### config.mk
export PLATFORM = sky130hd
export DESIGN_NAME = socks5_request_parser
export DESIGN_NICKNAME = d
export VERILOG_FILES = /design/src/hw/rtl/s5rp_pkg.sv /design/src/hw/rtl/s5rp_in_reg.sv /design/src/hw/rtl/s5rp_core.sv /design/src/hw/rtl/s5rp_out_reg.sv /design/src/hw/rtl/socks5_request_parser.sv
export SDC_FILE = /design/constraint.sdc
export NUM_CORES = 1
export LEC_CHECK = 0
export ABC_AREA = 0
export BUFFER_PORTS_ARGS = -buffer_cell sky130_fd_sc_hd__buf_2
export CAP_MARGIN = 20
export CORE_MARGIN = 2
export CORE_UTILIZATION = 28
export DETAILED_ROUTE_END_ITERATION = 12
export GPL_ROUTABILITY_DRIVEN = 0
export SLEW_MARGIN = 20
export SYNTH_ARGS = -nofsm -noshare
export SYNTH_HDL_FRONTEND = slang
export SYNTH_SLANG_ARGS = --single-unit
### constraint.sdc
create_clock -name aclk -period 2.8 [get_ports aclk]
set_input_delay 0.28 -clock aclk [delete_from_list [all_inputs] [get_ports aclk]]
set_output_delay 0.28 -clock aclk [all_outputs]
set_load 0.01 [all_outputs]
### src/hw/rtl/s5rp_pkg.sv
// ----------------------------------------------------------------------------
// s5rp_pkg
// Shared types and codes for the SOCKS5 request parser.
// ----------------------------------------------------------------------------
`default_nettype none

package s5rp_pkg;

    // Request field values
    localparam logic [7:0] SOCKS_VERSION = 8'd5;
    localparam logic [7:0] CMD_CONNECT   = 8'd1;
    localparam logic [7:0] RSV_BYTE      = 8'd0;
    localparam logic [7:0] ATYP_IPV4     = 8'd1;
    localparam logic [7:0] ATYP_DOMAIN   = 8'd3;
    localparam logic [7:0] ATYP_IPV6     = 8'd4;
    localparam logic [7:0] IPV4_BYTES    = 8'd4;
    localparam logic [7:0] IPV6_BYTES    = 8'd16;

    // Status codes
    localparam logic [2:0] ST_BUSY    = 3'd0;
    localparam logic [2:0] ST_OK      = 3'd1;
    localparam logic [2:0] ST_GENERAL = 3'd2;
    localparam logic [2:0] ST_COMMAND = 3'd3;
    localparam logic [2:0] ST_ATYP    = 3'd4;

    // Address kinds
    localparam logic [1:0] KIND_NONE   = 2'd0;
    localparam logic [1:0] KIND_IPV4   = 2'd1;
    localparam logic [1:0] KIND_DOMAIN = 2'd2;
    localparam logic [1:0] KIND_IPV6   = 2'd3;

    // Stream widths
    localparam int IN_DATA_W  = 8;
    localparam int OUT_DATA_W = 48;
    localparam int OUT_USER_W = 1;

    // Parser phase, one-hot
    typedef enum logic [7:0] {
        PH_VERSION  = 8'b0000_0001,
        PH_COMMAND  = 8'b0000_0010,
        PH_RESERVED = 8'b0000_0100,
        PH_ATYP     = 8'b0000_1000,
        PH_ADDR     = 8'b0001_0000,
        PH_PORT     = 8'b0010_0000,
        PH_DONE     = 8'b0100_0000,
        PH_ERROR    = 8'b1000_0000
    } phase_t;

    // One result item
    typedef struct packed {
        logic [2:0]  status;
        logic [1:0]  addr_kind;
        logic [7:0]  addr_len;
        logic        addr_byte_valid;
        logic [7:0]  addr_byte;
        logic [7:0]  addr_index;
        logic [15:0] dest_port;
    } result_t;

endpackage : s5rp_pkg

`default_nettype wire

### src/hw/rtl/s5rp_in_reg.sv
// ----------------------------------------------------------------------------
// s5rp_in_reg
// Input register: holds one request byte until the parser takes it.
// ----------------------------------------------------------------------------
`default_nettype none

module s5rp_in_reg
    import s5rp_pkg::*;
(
    input  wire logic                 aclk,
    input  wire logic                 aresetn,
    input  wire logic                 s_tvalid,
    output      logic                 s_tready,
    input  wire logic [IN_DATA_W-1:0] s_tdata,   // [7:0] in_byte
    input  wire logic                 take,
    output      logic                 item_valid,
    output      logic [7:0]           item_byte
);

    logic       valid_reg, valid_next;
    logic [7:0] byte_reg;

    // Free when empty or when the held byte leaves this cycle
    assign s_tready = !valid_reg || take;

    always_comb begin
        valid_next = valid_reg;
        if (s_tready) begin
            valid_next = s_tvalid;
        end
    end

    always_ff @(posedge aclk) begin
        if (!aresetn) begin
            valid_reg <= 1'b0;
        end else begin
            valid_reg <= valid_next;
        end
    end

    // Payload, no reset
    always_ff @(posedge aclk) begin
        if (s_tvalid && s_tready) begin
            byte_reg <= s_tdata[7:0];
        end
    end

    assign item_valid = valid_reg;
    assign item_byte  = byte_reg;

endmodule : s5rp_in_reg

`default_nettype wire

### src/hw/rtl/s5rp_core.sv
// ----------------------------------------------------------------------------
// s5rp_core
// Parser state and the per-byte update; gives the result for the byte taken.
// ----------------------------------------------------------------------------
`default_nettype none

module s5rp_core
    import s5rp_pkg::*;
(
    input  wire logic       aclk,
    input  wire logic       aresetn,
    input  wire logic       step,
    input  wire logic [7:0] in_byte,
    output      result_t    res
);

    phase_t      phase_reg, phase_next;
    logic [2:0]  err_reg, err_next;
    logic [7:0]  count_reg, count_next;
    logic [7:0]  expected_reg, expected_next;
    logic [1:0]  kind_reg, kind_next;
    logic        high_seen_reg, high_seen_next;
    logic [15:0] port_reg, port_next;
    logic        bvalid;
    logic [7:0]  count_inc;

    assign count_inc = count_reg + 8'd1;

    // Next state for one byte
    always_comb begin
        phase_next     = phase_reg;
        err_next       = err_reg;
        count_next     = count_reg;
        expected_next  = expected_reg;
        kind_next      = kind_reg;
        high_seen_next = high_seen_reg;
        port_next      = port_reg;
        bvalid         = 1'b0;
        unique case (phase_reg)
            PH_VERSION: begin
                if (in_byte == SOCKS_VERSION) begin
                    phase_next = PH_COMMAND;
                end else begin
                    phase_next = PH_ERROR;
                    err_next   = ST_GENERAL;
                end
            end
            PH_COMMAND: begin
                if (in_byte == CMD_CONNECT) begin
                    phase_next = PH_RESERVED;
                end else begin
                    phase_next = PH_ERROR;
                    err_next   = ST_COMMAND;
                end
            end
            PH_RESERVED: begin
                if (in_byte == RSV_BYTE) begin
                    phase_next = PH_ATYP;
                end else begin
                    phase_next = PH_ERROR;
                    err_next   = ST_GENERAL;
                end
            end
            PH_ATYP: begin
                priority if (in_byte == ATYP_IPV4) begin
                    kind_next     = KIND_IPV4;
                    expected_next = IPV4_BYTES;
                    phase_next    = PH_ADDR;
                end else if (in_byte == ATYP_IPV6) begin
                    kind_next     = KIND_IPV6;
                    expected_next = IPV6_BYTES;
                    phase_next    = PH_ADDR;
                end else if (in_byte == ATYP_DOMAIN) begin
                    kind_next     = KIND_DOMAIN;
                    expected_next = 8'd0;
                    phase_next    = PH_ADDR;
                end else begin
                    phase_next = PH_ERROR;
                    err_next   = ST_ATYP;
                end
            end
            PH_ADDR: begin
                if (count_reg == 8'd0 && expected_reg == 8'd0) begin
                    // domain length byte; empty name skips to the port
                    if (in_byte == 8'd0) begin
                        phase_next = PH_PORT;
                    end else begin
                        expected_next = in_byte;
                    end
                end else begin
                    bvalid     = 1'b1;
                    count_next = count_inc;
                    if (count_inc == expected_reg) begin
                        phase_next = PH_PORT;
                    end
                end
            end
            PH_PORT: begin
                if (!high_seen_reg) begin
                    port_next      = {in_byte, 8'd0};
                    high_seen_next = 1'b1;
                end else begin
                    port_next  = port_reg + {8'd0, in_byte};
                    phase_next = PH_DONE;
                    err_next   = ST_OK;
                end
            end
            default: begin
                // finished or failed: byte ignored
            end
        endcase
    end

    always_ff @(posedge aclk) begin
        if (!aresetn) begin
            phase_reg     <= PH_VERSION;
            err_reg       <= ST_BUSY;
            count_reg     <= 8'd0;
            expected_reg  <= 8'd0;
            kind_reg      <= KIND_NONE;
            high_seen_reg <= 1'b0;
            port_reg      <= 16'd0;
        end else if (step) begin
            phase_reg     <= phase_next;
            err_reg       <= err_next;
            count_reg     <= count_next;
            expected_reg  <= expected_next;
            kind_reg      <= kind_next;
            high_seen_reg <= high_seen_next;
            port_reg      <= port_next;
        end
    end

    // Result seen after the update
    always_comb begin
        res.status          = err_next;
        res.addr_kind       = kind_next;
        res.addr_len        = expected_next;
        res.addr_byte_valid = bvalid;
        res.addr_byte       = bvalid ? in_byte : 8'd0;
        res.addr_index      = bvalid ? count_reg : 8'd0;
        res.dest_port       = port_next;
    end

endmodule : s5rp_core

`default_nettype wire

### src/hw/rtl/s5rp_out_reg.sv
// ----------------------------------------------------------------------------
// s5rp_out_reg
// Result register driving the master stream.
// ----------------------------------------------------------------------------
`default_nettype none

module s5rp_out_reg
    import s5rp_pkg::*;
(
    input  wire logic                  aclk,
    input  wire logic                  aresetn,
    input  wire logic                  push,
    input  wire result_t               res,
    output      logic                  free,
    output      logic                  m_tvalid,
    input  wire logic                  m_tready,
    output      logic [OUT_DATA_W-1:0] m_tdata,
    output      logic [OUT_USER_W-1:0] m_tuser
);

    logic    valid_reg, valid_next;
    result_t res_reg;

    // Space when empty or being drained now
    assign free = !valid_reg || m_tready;

    always_comb begin
        valid_next = valid_reg;
        if (free) begin
            valid_next = push;
        end
    end

    always_ff @(posedge aclk) begin
        if (!aresetn) begin
            valid_reg <= 1'b0;
        end else begin
            valid_reg <= valid_next;
        end
    end

    always_ff @(posedge aclk) begin
        if (push && free) begin
            res_reg <= res;
        end
    end

    assign m_tvalid = valid_reg;
    assign m_tdata  = {3'd0, res_reg.dest_port, res_reg.addr_index, res_reg.addr_byte,
                       res_reg.addr_len, res_reg.addr_kind, res_reg.status};
    assign m_tuser  = res_reg.addr_byte_valid;

endmodule : s5rp_out_reg

`default_nettype wire

### src/hw/rtl/socks5_request_parser.sv
// ----------------------------------------------------------------------------
// socks5_request_parser
// SOCKS5 CONNECT request parser, one request byte per transaction.
// ----------------------------------------------------------------------------
// Usage:
//   The slave stream carries the raw request, one byte per transaction in
//   s_tdata. For every byte the master stream gives one result transaction:
//   sticky status, address kind, expected address length, the port register
//   and, flagged by m_tuser, an address byte with its index in the address.
//   Address bytes are passed straight through rather than buffered.
//   An accepted byte passes through the input register and then the result
//   register. Throughput: one byte per cycle while the master side keeps up,
//   as the state update between the two registers is combinational.
//   Reset (aresetn low, synchronous) empties both registers and returns the
//   parser to the version byte with status in progress.
//   When m_tready is low the result register holds; the input register still
//   takes one further byte, after which s_tready drops until the master
//   side drains. Once success or a failure is reached further bytes are
//   taken and answered with the same status until reset.
// ----------------------------------------------------------------------------
`default_nettype none

module socks5_request_parser
    import s5rp_pkg::*;
(
    input  wire logic                  aclk,
    input  wire logic                  aresetn,
    input  wire logic                  s_tvalid,
    output      logic                  s_tready,
    input  wire logic [IN_DATA_W-1:0]  s_tdata,   // [7:0] in_byte
    output      logic                  m_tvalid,
    input  wire logic                  m_tready,
    // [2:0] status, [4:3] addr_kind, [12:5] addr_len, [20:13] addr_byte,
    // [28:21] addr_index, [44:29] dest_port, [47:45] zero
    output      logic [OUT_DATA_W-1:0] m_tdata,
    output      logic [OUT_USER_W-1:0] m_tuser    // [0] addr_byte_valid
);

    logic       item_valid;
    logic [7:0] item_byte;
    logic       out_free;
    logic       step;
    result_t    res;

    // Byte moves through the parser when the result register has room
    assign step = item_valid && out_free;

    s5rp_in_reg u_in_reg (
        .aclk       (aclk),
        .aresetn    (aresetn),
        .s_tvalid   (s_tvalid),
        .s_tready   (s_tready),
        .s_tdata    (s_tdata),
        .take       (step),
        .item_valid (item_valid),
        .item_byte  (item_byte)
    );

    s5rp_core u_core (
        .aclk    (aclk),
        .aresetn (aresetn),
        .step    (step),
        .in_byte (item_byte),
        .res     (res)
    );

    s5rp_out_reg u_out_reg (
        .aclk     (aclk),
        .aresetn  (aresetn),
        .push     (step),
        .res      (res),
        .free     (out_free),
        .m_tvalid (m_tvalid),
        .m_tready (m_tready),
        .m_tdata  (m_tdata),
        .m_tuser  (m_tuser)
    );

endmodule : socks5_request_parser

`default_nettype wire
==> flow_metrics.tcl, run 1 <==
set metrics [dict create \
    fin_skew_ps 11.0 \
    p_per_area_nw_per_um2 512 \
    yosys.area.top_type "edfxtp_1" \
    nets 622 \
    final_area_sq_um 6040 \
    fmax_ghz 0.392 \
    criticalPathCategory "flop to flop" \
    cp.arrival_ps 2800 \
    antenna_found_initial 0 \
    grtUsageTotal_pct 13.3 \
    worst_pin_slew_ps 669 \
    cts_resized 0 \
    worstSkewPairLatency_ps 350 \
    vias_per_cell 5.09 \
    period_share_pct 91.0 \
    avgSynthCellArea_sq_um 9.67 \
    p_total_mw 3.09 \
    rrSetupSlack_ps 250 \
    relSlewSlack_pct 55.4 \
    area_growth_pct 17.2 \
    setup_viol 0 \
    crit_slowest_cell "fa_1" \
    vdd_drop_max_mv 0.233 \
    core_sq_um 18000 \
    start_util_pct 28.6 \
    grt_pass1_vias 3982 \
    worstReg2RegStart "u_in_reg.item_byte[0]$_DFFE_PP_" \
    firstDrtPassIters 5 \
    vias 4236 \
    hp-start "s_tdata[7]" \
    wl_microns 13000 \
    die_w_microns 140 \
    hold_buffers 0 \
    crit_required_ps 3050 \
    synth-seq-area-share_pct 50.1 \
    ant_nets 0 \
    cpMostUsedCell "a21oi_1" \
    grt_remaining_overflow 0 \
    critPathCaptureType "flop" \
    cts_root_buf "clkbuf_16" \
    cap_violations 0 \
    largest_register_ffs 45 \
    synth.area.top_cells "edfxtp_1 31%, dfxtp_1 19%, nand2_1 5.0%" \
    grt_pass1_wl_microns 20800 \
    instances_no_fill 833 \
    fillCellCount 1879 \
    cts.clk_slew.worst_paths_ps 80 \
    synth-edff-count 54 \
    hp-class "input pin to flop" \
    synth_seq_cells 102 \
    numCtsBuffers 9 \
    worst_hold_slack_ps 98.1 \
    cts_sinks 102 \
    period_minus_slack_ps 2550 \
    ys_types 66 \
    drc 0 \
    place_area_sq_um 5750 \
    critPathMaxStageDelay_ps 410 \
    synth_top_area_share_pct 31.5 \
    worstHoldEndpoint "u_in_reg.item_byte[7]$_DFFE_PP_" \
    wl_per_cell_microns 15.6 \
    dp_hpwl_microns 9290 \
    path_max_fanout 5 \
    clk_path_buf_depth 2 \
    synth_cells 533 \
    ys_warn_count 0 \
    io_pins 63 \
    ff2ff_path_depth 9 \
    die_h_microns 140 \
    synthFlopType "edfxtp_1" \
    rr_endpoint "u_core.port_reg[12]$_SDFFE_PN0P_" \
    maxSlewViolCount 0 \
    crit_path_start_kind "flop" \
    grt_max_degree 30 \
    drt_iter0_drc 259 \
    hold_violations 0 \
    rsz0062_at_grt "no" \
    worstHoldPathCells 1 \
    diodes 0 \
    cts_tree "built" \
    io_buffers 59 \
    num_rows 49 \
    synth_area_sq_um 5150 \
    leakagePower_nw 2.28 \
    dp_cells 817 \
    setup_tns_ps 0 \
    dieArea_sq_um 19500 \
    crit_path_cell_trace "ha_1 > fa_1 > a21oi_1 > o211ai_1 > o21ai_1 > nand2b_1 > a21oi_1 > o22a_1 > o21ba_2" \
    status "finished clean" \
    htree_levels 3 \
    drive_above_1_share_pct 18.2 \
    ys_async_sr_fraction_pct 0 \
    post_cts_buffers 0 \
]
==> how the worst max path moves through the flow <==
stage | end | from | cells past startpoint
global route | u_core.port_reg[12]$_SDFFE_PN0P_ | u_in_reg.item_byte[0]$_DFFE_PP_ | 9
detailed placement | u_core.port_reg[12]$_SDFFE_PN0P_ | u_in_reg.item_byte[0]$_DFFE_PP_ | 9
global placement | u_out_reg.m_tdata[44]$_DFFE_PP_ | u_in_reg.item_byte[4]$_DFFE_PP_ | 7
finish | u_core.port_reg[12]$_SDFFE_PN0P_ | u_in_reg.item_byte[0]$_DFFE_PP_ | 9
floorplan | u_out_reg.m_tdata[0]$_DFFE_PP_ | u_out_reg.m_tvalid$_SDFFE_PN0N_ | 6
CTS | u_core.port_reg[12]$_SDFFE_PN0P_ | u_in_reg.item_byte[0]$_DFFE_PP_ | 9
==> through the flow <==
step                utilization [%]  setup slack [ps]
detailed placement             31.9               283
finish                         33.5               251
CTS                            33.5               256
global placement               31.9               335
floorplan                         -               456
global route                   33.5              94.6
==> final cells by class <==
class	count	area, sq um	area share (%)
sequential	102	2580	42.8
multi-input combinational	396	2390	39.5
timing repair buffer	81	460	7.62
tap	229	287	4.74
clock buffer	9	225	3.73
clock inverter	7	63.8	1.06
inverter	9	33.8	0.559
==> logic make-up (layout without fill, tap and decap cells) <==
| kind of cell | after synthesis | count (layout) | share of synthesized area (%) |
|---|---|---|---|
| adder cells (fa/ha/maj) | 11 | 11 | 2.82 |
| AO/OA/AOI/OAI | 129 | 129 | 15.9 |
| flip-flops | 102 | 102 | 50.1 |
| other | 1 | 3 | 0.0727 |
| AND/OR/NAND/NOR | 227 | 227 | 22.9 |
| XOR/XNOR | 19 | 19 | 3.23 |
| multiplexers | 7 | 7 | 1.36 |
| buffers and inverters | 37 | 106 | 3.71 |
==> Yosys cell counts, types with 7 or more instances <==
cell / count
ha_1: 10
nand3_1: 26
xnor2_1: 10
inv_1: 9
nand4_1: 7
xor2_1: 9
edfxtp_1: 54
or3_1: 8
a21oi_1: 43
a22o_1: 8
dfxtp_1: 48
and3_1: 15
o21a_1: 7
clkbuf_1: 18
nor3_1: 8
mux2i_1: 7
nor2_1: 44
nand2_1: 68
nor4_1: 7
o21ai_0: 27
==> power by group <==
group	internal (mW)	switching (mW)	total (mW)
registers	1.62	0.0322	1.65
logic	0.0786	0.143	0.221
clock network	0.625	0.597	1.22
==> worst max-delay path: cells and delay by family (launching register included) <==
kind	cells	cell delay [ps]
adders and majority gates	2	670
AOI/OAI and AO/OA	6	1220
and+or+nand+nor	1	160
DFF	1	400
==> layer usage <==
layer / global-route usage [%] / vias to the layer above / share of wire [%] / routed length, microns
met3: 2.34 / 21 / 4.9 / 637
met2: 22.1 / 123 / 48 / 6180
met4: 5.11 / 0 / 2.0 / 258
li1: - / 2100 / - / -
met1: 17.2 / 1992 / 45 / 5880
met5: 0 / - / 0 / 0
==> placed cells by master, fill, tap and decap left out, types with 4 or more instances in the layout <==
cell type / count
nand3_1: 26
nor2b_1: 5
edfxtp_1: 54
a21oi_1: 43
nand4_1: 7
o21a_1: 7
buf_2: 59
clkbuf_16: 9
nand2_1: 68
nor3_1: 8
and2_1: 6
mux2i_1: 7
or3_1: 8
o21ai_0: 27
o211ai_1: 4
buf_4: 22
o22ai_1: 6
dfxtp_1: 48
o21ai_1: 4
a22o_1: 8
xor2_1: 9
nand2b_1: 6
ha_1: 10
nor4_1: 7
nand4b_1: 5
xnor2_1: 10
inv_1: 8
and3_1: 15
nor2_1: 44
and4b_1: 5
Note: power is estimated with default switching activity, not from simulation.
==> run 2, diff against run 1 <==
--- a/config.mk
+++ b/config.mk
@@ -6,7 +6,7 @@
 export NUM_CORES = 1
 export LEC_CHECK = 0
 export ABC_AREA = 0
-export BUFFER_PORTS_ARGS = -buffer_cell sky130_fd_sc_hd__buf_2
+export BUFFER_PORTS_ARGS = -buffer_cell sky130_fd_sc_hd__clkbuf_2
 export CAP_MARGIN = 20
 export CORE_MARGIN = 2
 export CORE_UTILIZATION = 28
==> constraint.sdc (replaced) <==
create_clock -name aclk -period 3.2 [get_ports aclk]
set_input_delay 0.32 -clock aclk [delete_from_list [all_inputs] [get_ports aclk]]
set_output_delay 0.32 -clock aclk [all_outputs]
set_load 0.01 [all_outputs]
==> flow_metrics.tcl, run 2 (synthesis gave the netlist of run 1 again) <==
set metrics [dict create \
    maxSlewViolCount 0 \
    io_pins 63 \
    grt_max_degree 46 \
    p_total_mw 2.67 \
    final_area_sq_um 5960 \
    rsz0062_at_grt "no" \
    relSlewSlack_pct 53.4 \
    hp-class "input pin to flop" \
    drt_iter0_drc 393 \
    wl_microns 13200 \
    dieArea_sq_um 19500 \
    htree_levels 3 \
    path_max_fanout 12 \
    place_area_sq_um 5690 \
    cts.clk_slew.worst_paths_ps 70 \
    crit_path_start_kind "flop" \
    hold_violations 0 \
    critPathCaptureType "flop" \
    final_cell_mix "68 x nand2_1, 59 x clkbuf_2, 54 x edfxtp_1" \
    grtUsageTotal_pct 13.6 \
    nets 612 \
    core_sq_um 18000 \
    io_buffers 59 \
    die_w_microns 140 \
    largest_register_ffs 45 \
    ant_nets 0 \
    antenna_found_initial 0 \
    wl_per_cell_microns 16.1 \
    hold_buffers 0 \
    grt_pass1_wl_microns 21300 \
    routed-wl-met2_microns 6330 \
    drive_above_1_share_pct 16.7 \
    ff2ff_path_depth 9 \
    period_share_pct 88.0 \
    die_h_microns 140 \
    numCtsBuffers 9 \
    area_growth_pct 15.7 \
    cap_violations 0 \
    cts_resized 0 \
    cts_root_buf "clkbuf_16" \
    drt-met1-wl_microns 5940 \
    post_cts_buffers 0 \
    highest_layer "met4" \
    start_util_pct 28.6 \
    setup_viol 0 \
    fillCellCount 1875 \
    num_rows 49 \
    criticalPathCategory "flop to flop" \
    dr_wl_met3_microns 638 \
    vdd_drop_max_mv 0.208 \
    vias_per_cell 5.18 \
    worst_pin_slew_ps 698 \
    dp_hpwl_microns 9260 \
    fin_skew_ps 6.42 \
    p_per_area_nw_per_um2 448 \
    dp_slack_ps 445 \
    firstDrtPassIters 5 \
    register_area_sq_um 2580 \
    multiInputGateArea_sq_um 2390 \
    cp.arrival_ps 3060 \
    cts_tree "built" \
    worstHoldPathCells 1 \
    drc 0 \
    diodes 0 \
    mostFrequentLayoutCell "nand2_1" \
    fin_util_pct 33.1 \
    vias 4265 \
    setup_tns_ps 0 \
    status "finished clean" \
    crit_required_ps 3450 \
    leakagePower_nw 2.24 \
    fmax_ghz 0.355 \
    worstSkewPairLatency_ps 350 \
    cts_sinks 102 \
    grt_pass1_vias 3994 \
    fin_ws_ps 384 \
    period_minus_slack_ps 2820 \
    clk_path_buf_depth 2 \
    grt_remaining_overflow 0 \
]
==> run 2: metrics by stage <==
step,instances,hold WS (ps)
after floorplan,535,419
after global placement,807,459
after detailed placement,807,469
after CTS,823,134
after global routing,823,139
final,823,145
==> run 2: power breakdown <==
group          internal [mW]  leakage (nW)  switching, mW  total, mW
logic                 0.0644          1.21          0.116      0.181
clock network          0.534         0.129          0.501       1.03
registers               1.42         0.898         0.0380       1.45
total                   2.01          2.24          0.656       2.67
==> run 2: metal layers <==
layer | vias to the layer above | global-route usage, %
met2 | 125 | 21.4
met1 | 2050 | 18.4
met5 | - | 0
met4 | 0 | 5.63
met3 | 22 | 2.55
li1 | 2068 | -
==> run 2: worst max-delay path, cell delays in order, from the launching register on <==
cell	delay, ps
edfxtp_1	570
ha_1	330
fa_1	410
a21oi_1	210
o211ai_1	180
o21ai_1	390
nand2b_1	170
a21oi_1	60
o22a_1	210
o21ba_2	200
==> run 2: path summary, 6_finish.rpt <==
| check | startpoint | to | slack [ps] |
|---|---|---|---|
| hold / removal | s_tdata[7] | u_in_reg.item_byte[7]$_DFFE_PP_ | 150 |
| hold reg to reg | u_core.err_reg[2]$_SDFFE_PN0P_ | u_core.err_reg[2]$_SDFFE_PN0P_ | 480 |
| setup / recovery | u_in_reg.item_byte[0]$_DFFE_PP_ | u_core.port_reg[12]$_SDFFE_PN0P_ | 380 |
| setup reg to reg | u_in_reg.item_byte[0]$_DFFE_PP_ | u_core.port_reg[12]$_SDFFE_PN0P_ | 380 |
==> run 2: cell type report <==
| class | count | share of cell area [%] |
|---|---|---|
| clock inverters | 6 | 0.776 |
| clock buffers | 10 | 3.84 |
| multi-input cells | 396 | 40.0 |
| well taps | 229 | 4.80 |
| repair buffers | 71 | 6.67 |
| flip-flops and latches | 102 | 43.3 |
| inverters | 9 | 0.566 |
